--- src/hdl/tracpu_pkg.sv ---
package tracpu_pkg;

   localparam int MEM_WORDS = 1024;
   localparam int ADDR_W = $clog2(MEM_WORDS);
   localparam int WORD_W = 32;
   localparam int DIV_CNT_W = $clog2(WORD_W);

   localparam logic [1:0] FN_WRITE = 2'd0;
   localparam logic [1:0] FN_READ = 2'd1;
   localparam logic [1:0] FN_STEP = 2'd2;

   typedef enum logic [1:0] {
      RS_RUN = 2'd0,
      RS_HALT = 2'd1,
      RS_ADDR = 2'd2,
      RS_DIV0 = 2'd3
   } run_status_type;

   typedef enum logic [4:0] {
      OP_HALT = 5'd0,
      OP_LDI1 = 5'd1,
      OP_LDI2 = 5'd2,
      OP_LDD1 = 5'd3,
      OP_LDD2 = 5'd4,
      OP_MOV = 5'd5,
      OP_LDX = 5'd6,
      OP_STX = 5'd7,
      OP_STD = 5'd8,
      OP_JMP = 5'd9,
      OP_BNZ = 5'd10,
      OP_ADD = 5'd11,
      OP_SUB = 5'd12,
      OP_MUL = 5'd13,
      OP_DIV = 5'd14,
      OP_NEG = 5'd15,
      OP_CMP = 5'd16
   } opcode_type;

   typedef enum logic [2:0] {
      AS_CLEAR,
      AS_HOST,
      AS_PC,
      AS_PC1,
      AS_R1,
      AS_R2,
      AS_ARG
   } addr_sel_type;

   typedef enum logic [1:0] {
      WS_ZERO,
      WS_HOST,
      WS_R1,
      WS_R2
   } wdata_sel_type;

   typedef enum logic [1:0] {
      PC_HOLD,
      PC_INC1,
      PC_INC2,
      PC_ARG
   } pc_op_type;

   typedef enum logic [3:0] {
      R1_HOLD,
      R1_ARG,
      R1_R2,
      R1_MEM,
      R1_ADD,
      R1_SUB,
      R1_MUL,
      R1_DIV,
      R1_NEG,
      R1_CMP
   } r1_op_type;

   typedef enum logic [1:0] {
      R2_HOLD,
      R2_ARG,
      R2_MEM
   } r2_op_type;

   typedef struct packed {
      logic [1:0] func;
      logic [9:0] host_addr;
      logic signed [31:0] host_wdata;
   } req_type;

   typedef struct packed {
      logic signed [31:0] host_rdata;
      logic signed [31:0] prog_counter;
      logic signed [31:0] reg_first;
      logic signed [31:0] reg_second;
      logic [1:0] run_status;
   } rsp_type;

   typedef struct packed {
      logic accept;
      logic clr_step;
      logic ram_we;
      addr_sel_type ram_asel;
      wdata_sel_type ram_wsel;
      logic cap_op;
      logic cap_arg;
      logic cap_hrd;
      pc_op_type pc_op;
      r1_op_type r1_op;
      r2_op_type r2_op;
      logic st_set;
      run_status_type st_val;
      logic div_start;
      logic rsp_load;
   } ctl_cmd_type;

   typedef struct packed {
      logic [1:0] func;
      logic host_ok;
      logic pc_ok;
      logic pc1_ok;
      logic r1_ok;
      logic r2_ok;
      logic arg_ok;
      logic r1_nz;
      logic r2_zero;
      logic running;
      opcode_type op;
      logic div_done;
      logic clr_done;
      logic rsp_free;
   } ctl_stat_type;

endpackage

--- src/hdl/tracpu_ctrl.sv ---
module tracpu_ctrl (
   input logic clock,
   input logic reset,
   input logic req_valid,
   output logic req_stall,
   input tracpu_pkg::ctl_stat_type stat,
   output tracpu_pkg::ctl_cmd_type cmd
);

   typedef enum logic [3:0] {
      S_CLEAR,
      S_IDLE,
      S_DISP,
      S_HRD,
      S_OP,
      S_DEC,
      S_ARG,
      S_ARGX,
      S_VAL,
      S_DIV,
      S_RESP
   } state_type;

   state_type state_ff, state_in;

   always_comb begin
      state_in = state_ff;
      cmd = '0;
      unique case (state_ff)
         S_CLEAR: begin
            cmd.ram_we = 1'b1;
            cmd.ram_asel = tracpu_pkg::AS_CLEAR;
            cmd.ram_wsel = tracpu_pkg::WS_ZERO;
            cmd.clr_step = 1'b1;
            if (stat.clr_done) begin
               state_in = S_IDLE;
            end
         end
         S_IDLE: begin
            if (req_valid) begin
               cmd.accept = 1'b1;
               state_in = S_DISP;
            end
         end
         S_DISP: begin
            unique case (stat.func)
               tracpu_pkg::FN_WRITE: begin
                  cmd.ram_we = stat.host_ok;
                  cmd.ram_asel = tracpu_pkg::AS_HOST;
                  cmd.ram_wsel = tracpu_pkg::WS_HOST;
                  state_in = S_RESP;
               end
               tracpu_pkg::FN_READ: begin
                  cmd.ram_asel = tracpu_pkg::AS_HOST;
                  state_in = S_HRD;
               end
               tracpu_pkg::FN_STEP: begin
                  state_in = S_RESP;
                  if (stat.running) begin
                     if (!stat.pc_ok) begin
                        cmd.st_set = 1'b1;
                        cmd.st_val = tracpu_pkg::RS_ADDR;
                     end else begin
                        cmd.ram_asel = tracpu_pkg::AS_PC;
                        state_in = S_OP;
                     end
                  end
               end
               default: state_in = S_RESP;
            endcase
         end
         S_HRD: begin
            cmd.cap_hrd = 1'b1;
            state_in = S_RESP;
         end
         S_OP: begin
            cmd.cap_op = 1'b1;
            state_in = S_DEC;
         end
         S_DEC: begin
            state_in = S_RESP;
            case (stat.op)
               tracpu_pkg::OP_LDI1, tracpu_pkg::OP_LDI2, tracpu_pkg::OP_LDD1,
               tracpu_pkg::OP_LDD2, tracpu_pkg::OP_STD, tracpu_pkg::OP_JMP,
               tracpu_pkg::OP_BNZ: begin
                  if (stat.pc1_ok) begin
                     cmd.ram_asel = tracpu_pkg::AS_PC1;
                     state_in = S_ARG;
                  end else begin
                     cmd.st_set = 1'b1;
                     cmd.st_val = tracpu_pkg::RS_ADDR;
                  end
               end
               tracpu_pkg::OP_MOV: begin
                  cmd.r1_op = tracpu_pkg::R1_R2;
                  cmd.pc_op = tracpu_pkg::PC_INC1;
               end
               tracpu_pkg::OP_LDX: begin
                  if (stat.r2_ok) begin
                     cmd.ram_asel = tracpu_pkg::AS_R2;
                     state_in = S_VAL;
                  end else begin
                     cmd.st_set = 1'b1;
                     cmd.st_val = tracpu_pkg::RS_ADDR;
                  end
               end
               tracpu_pkg::OP_STX: begin
                  if (stat.r1_ok) begin
                     cmd.ram_we = 1'b1;
                     cmd.ram_asel = tracpu_pkg::AS_R1;
                     cmd.ram_wsel = tracpu_pkg::WS_R2;
                     cmd.pc_op = tracpu_pkg::PC_INC1;
                  end else begin
                     cmd.st_set = 1'b1;
                     cmd.st_val = tracpu_pkg::RS_ADDR;
                  end
               end
               tracpu_pkg::OP_ADD: begin
                  cmd.r1_op = tracpu_pkg::R1_ADD;
                  cmd.pc_op = tracpu_pkg::PC_INC1;
               end
               tracpu_pkg::OP_SUB: begin
                  cmd.r1_op = tracpu_pkg::R1_SUB;
                  cmd.pc_op = tracpu_pkg::PC_INC1;
               end
               tracpu_pkg::OP_MUL: begin
                  cmd.r1_op = tracpu_pkg::R1_MUL;
                  cmd.pc_op = tracpu_pkg::PC_INC1;
               end
               tracpu_pkg::OP_DIV: begin
                  if (stat.r2_zero) begin
                     cmd.st_set = 1'b1;
                     cmd.st_val = tracpu_pkg::RS_DIV0;
                  end else begin
                     cmd.div_start = 1'b1;
                     state_in = S_DIV;
                  end
               end
               tracpu_pkg::OP_NEG: begin
                  cmd.r1_op = tracpu_pkg::R1_NEG;
                  cmd.pc_op = tracpu_pkg::PC_INC1;
               end
               tracpu_pkg::OP_CMP: begin
                  cmd.r1_op = tracpu_pkg::R1_CMP;
                  cmd.pc_op = tracpu_pkg::PC_INC1;
               end
               default: begin
                  cmd.st_set = 1'b1;
                  cmd.st_val = tracpu_pkg::RS_HALT;
               end
            endcase
         end
         S_ARG: begin
            cmd.cap_arg = 1'b1;
            state_in = S_ARGX;
         end
         S_ARGX: begin
            state_in = S_RESP;
            case (stat.op)
               tracpu_pkg::OP_LDI1: begin
                  cmd.r1_op = tracpu_pkg::R1_ARG;
                  cmd.pc_op = tracpu_pkg::PC_INC2;
               end
               tracpu_pkg::OP_LDI2: begin
                  cmd.r2_op = tracpu_pkg::R2_ARG;
                  cmd.pc_op = tracpu_pkg::PC_INC2;
               end
               tracpu_pkg::OP_LDD1, tracpu_pkg::OP_LDD2: begin
                  if (stat.arg_ok) begin
                     cmd.ram_asel = tracpu_pkg::AS_ARG;
                     state_in = S_VAL;
                  end else begin
                     cmd.st_set = 1'b1;
                     cmd.st_val = tracpu_pkg::RS_ADDR;
                  end
               end
               tracpu_pkg::OP_STD: begin
                  if (stat.arg_ok) begin
                     cmd.ram_we = 1'b1;
                     cmd.ram_asel = tracpu_pkg::AS_ARG;
                     cmd.ram_wsel = tracpu_pkg::WS_R1;
                     cmd.pc_op = tracpu_pkg::PC_INC2;
                  end else begin
                     cmd.st_set = 1'b1;
                     cmd.st_val = tracpu_pkg::RS_ADDR;
                  end
               end
               tracpu_pkg::OP_JMP: begin
                  cmd.pc_op = tracpu_pkg::PC_ARG;
               end
               tracpu_pkg::OP_BNZ: begin
                  cmd.pc_op = stat.r1_nz ? tracpu_pkg::PC_ARG : tracpu_pkg::PC_INC2;
               end
               default: state_in = S_RESP;
            endcase
         end
         S_VAL: begin
            state_in = S_RESP;
            case (stat.op)
               tracpu_pkg::OP_LDD1: begin
                  cmd.r1_op = tracpu_pkg::R1_MEM;
                  cmd.pc_op = tracpu_pkg::PC_INC2;
               end
               tracpu_pkg::OP_LDD2: begin
                  cmd.r2_op = tracpu_pkg::R2_MEM;
                  cmd.pc_op = tracpu_pkg::PC_INC2;
               end
               default: begin
                  cmd.r1_op = tracpu_pkg::R1_MEM;
                  cmd.pc_op = tracpu_pkg::PC_INC1;
               end
            endcase
         end
         S_DIV: begin
            if (stat.div_done) begin
               cmd.r1_op = tracpu_pkg::R1_DIV;
               cmd.pc_op = tracpu_pkg::PC_INC1;
               state_in = S_RESP;
            end
         end
         S_RESP: begin
            if (stat.rsp_free) begin
               cmd.rsp_load = 1'b1;
               state_in = S_IDLE;
            end
         end
         default: state_in = S_IDLE;
      endcase
   end

   always_ff @(posedge clock) begin
      if (reset) begin
         state_ff <= S_CLEAR;
      end else begin
         state_ff <= state_in;
      end
   end

   assign req_stall = (state_ff != S_IDLE);

endmodule

--- config.mk ---
export PLATFORM = sky130hd
export DESIGN_NAME = tracpu_ctrl
export DESIGN_NICKNAME = d
export VERILOG_FILES = /design/src/hdl/tracpu_pkg.sv /design/src/hdl/tracpu_ctrl.sv
export SDC_FILE = /design/constraint.sdc
export NUM_CORES = 1
export LEC_CHECK = 0
export CORE_MARGIN = 4
export CORE_UTILIZATION = 63
export DETAILED_ROUTE_END_ITERATION = 16
export DONT_BUFFER_PORTS = 1
export PLACE_DENSITY_LB_ADDON = 0.05
export SETUP_SLACK_MARGIN = 0.1
export SYNTH_ARGS = -nofsm -noshare
export SYNTH_HDL_FRONTEND = slang
export SYNTH_SLANG_ARGS = --single-unit
--- constraint.sdc ---
create_clock -name clock -period 1.8 [get_ports clock]
set_input_delay 0.09 -clock clock [delete_from_list [all_inputs] [get_ports clock]]
set_output_delay 0.09 -clock clock [all_outputs]
set_load 0.01 [all_outputs]
==> impl_metrics.toml <==
[sta]
period_share_pct = 99.0
skew_ns = 0.00967
relSlewSlack_pct = 69.8
setup_viol = 0
worst_slack_ns = 0.0185
fmax_mhz = 561
post-route-min-period_ns = 1.78
finalHoldWorstSlack_ns = 0.0691
drv_slew = 0
hold_violations = 0
worst_pin_slew_ns = 0.442
rsz0062_at_grt = "true"

[setup_path]
worst_ep_required_time_ns = 1.71
max_stage_delay_ns = 0.35
cp_top_family = "simple AND/OR/NAND/NOR gates"
slowest_stage = "dfxtp_4"
start_kind = "flop"
cp_max_fo = 4
endpoint_kind = "output pin"
crit_chain = "and2b_2 > nand3_2 > or2_4 > o41ai_4 > a211o_1"
timing.critical_path.buf_inv = 0
arrival_ns = 1.69
critPathKind = "flop to output pin"

[floorplan]
initial_utilization_pct = 68.2
rows = 14
pin_count = 47
die_y_um = 48.8
coreArea_mm2 = 0.00154
die_w_um = 48.8
die_area_mm2 = 0.00239

[synthesis]
ys_seq_elements = 4
synth_flop_cell = "dfxtp_1"
yosysWarnings = 0
synth.distinct_cells = 52
syn_avg_cell_area_um2 = 6.33
yosysSeqAreaShare_pct = 7.62
syn_nets = 192
synthCells = 166
async_flop_share_pct = 0
synth_edf_count = 0
synthesis.area_mm2 = 0.00105

[grt]
antenna_found_initial = 0
overflow = 0
grt_usage_pct = 31.7
grt_max_degree = 17
grt_pass1_wl_um = 6180
grt_pass1_vias = 1294

[placement]
place.gp.congestion = 0.927
io_buffer_count = 0
dp.final_hpwl_um = 2650
place_ws_ns = 0.0530

[power_and_ir_drop]
ir_drop_v = 0.000459
p_leak_uw = 0.000572
power_density_mw_per_mm2 = 328

[drt]
drtPass1Iterations = 5
drt-initial-drc-count = 170
finalWirelength_um = 4550
wl_per_cell_um = 22.9
drc = 0
vias = 1570
vias_per_cell = 7.89
ant_nets = 0

[layout]
nets = 211
regMostFlops = "state_ff"
antennaDiodeCount = 0
layout_common_cells = "buf_4, nand2_1, nor2_1"
reg_top3 = "state_ff x4"
largest_reg_flops = 4
area.growth.synth_to_final_pct = 34.8
layout_commonest_cell = "buf_4"
drive_gt1_share_pct = 32.2

[cts]
cts_buffers = 3
htree_num_levels = 1
cts_tree = "yes"
cts_max_path_buffers = 2
cts-root-buf = "clkbuf_4"
clock_latency_ns = 0.24
cts.sinks = 4
clkSlewWorstSetupHoldPaths_ns = 0.05

[flow_run]
max-cap-violations = 0

[run_status]
status = "finished clean"

[worst_hold_path]
hp-class = "input pin to flop"
## kinds of logic (layout without fill, tap and decap cells)
group	count (synthesis)	count (layout)	share of synthesized area, %
AOI/OAI and AO/OA	48	48	31.8
xor gates and xnor gates	2	2	1.67
adders and majority gates	4	4	4.76
buffers and inverters	17	34	7.14
DFF	4	4	7.62
and+or+nand+nor	91	91	47.0
## synth_stat cells (all sizes together) (4+ instances only)
cell | instances | area share [%]
nand2 | 20 | 7.1
nor2 | 19 | 6.8
a21oi | 11 | 5.6
nand3 | 10 | 4.8
o21ai | 8 | 3.8
buf | 7 | 3.6
inv | 6 | 2.1
nor2b | 6 | 3.6
and3 | 4 | 2.4
clkbuf | 4 | 1.4
dfxtp | 4 | 7.6
ha | 4 | 4.8
nand2b | 4 | 2.4
## path summary, 6_finish.rpt
path                                   from           to  slack (ns)  cells after the start
worst max-delay path            state_ff[3]      cmd[11]        0.02                      5
worst min register to register  state_ff[2]  state_ff[1]        0.68                      3
worst max register to register  state_ff[3]  state_ff[3]        0.10                      6
worst min-delay path                  reset  state_ff[3]        0.07                      2
## stage by stage
stage               TNS (ns)  instance area [µm²]  util (%)  power (µW)  cells
floorplan                  0                 1050         -         253    166
global placement           0                 1150      74.4         280    188
detailed placement         0                 1150      74.4         285    188
CTS                        0                 1270      82.4         418    197
global route        -0.00131                 1420      91.9         489    199
finish                     0                 1420      91.9         464    199
## per-layer routing
layer  wire [µm]  GRT usage [%]  up-vias
met3         668           8.26       46
met5           0              0        -
met2        2010           50.2      186
met4         281           13.9        0
li1            -              -      654
met1        1590           40.0      684
## power breakdown
part / switching, µW / internal [µW]
sequential: 12.8 / 93.0
clock: 43.6 / 75.1
combinational: 133 / 106
## cell type report
class	count	area, µm²
Clock buffer	3	22.5
Fill cell	60	125
Inverter	6	22.5
Multi-Input combinational cell	145	1060
Sequential cell	4	92.6
Tap cell	16	20.0
Timing Repair Buffer	25	194
## what timing repair did
item	in CTS	in global routing
endpoints found under the hold margin	3	0
hold buffers	1	0
gates resized for setup	16	30
pin swaps	7	12
buffers inserted	5	2
endpoints found under the setup margin	12	18
cloned	0	0
No activity file was read; power rests on OpenSTA's default activity.
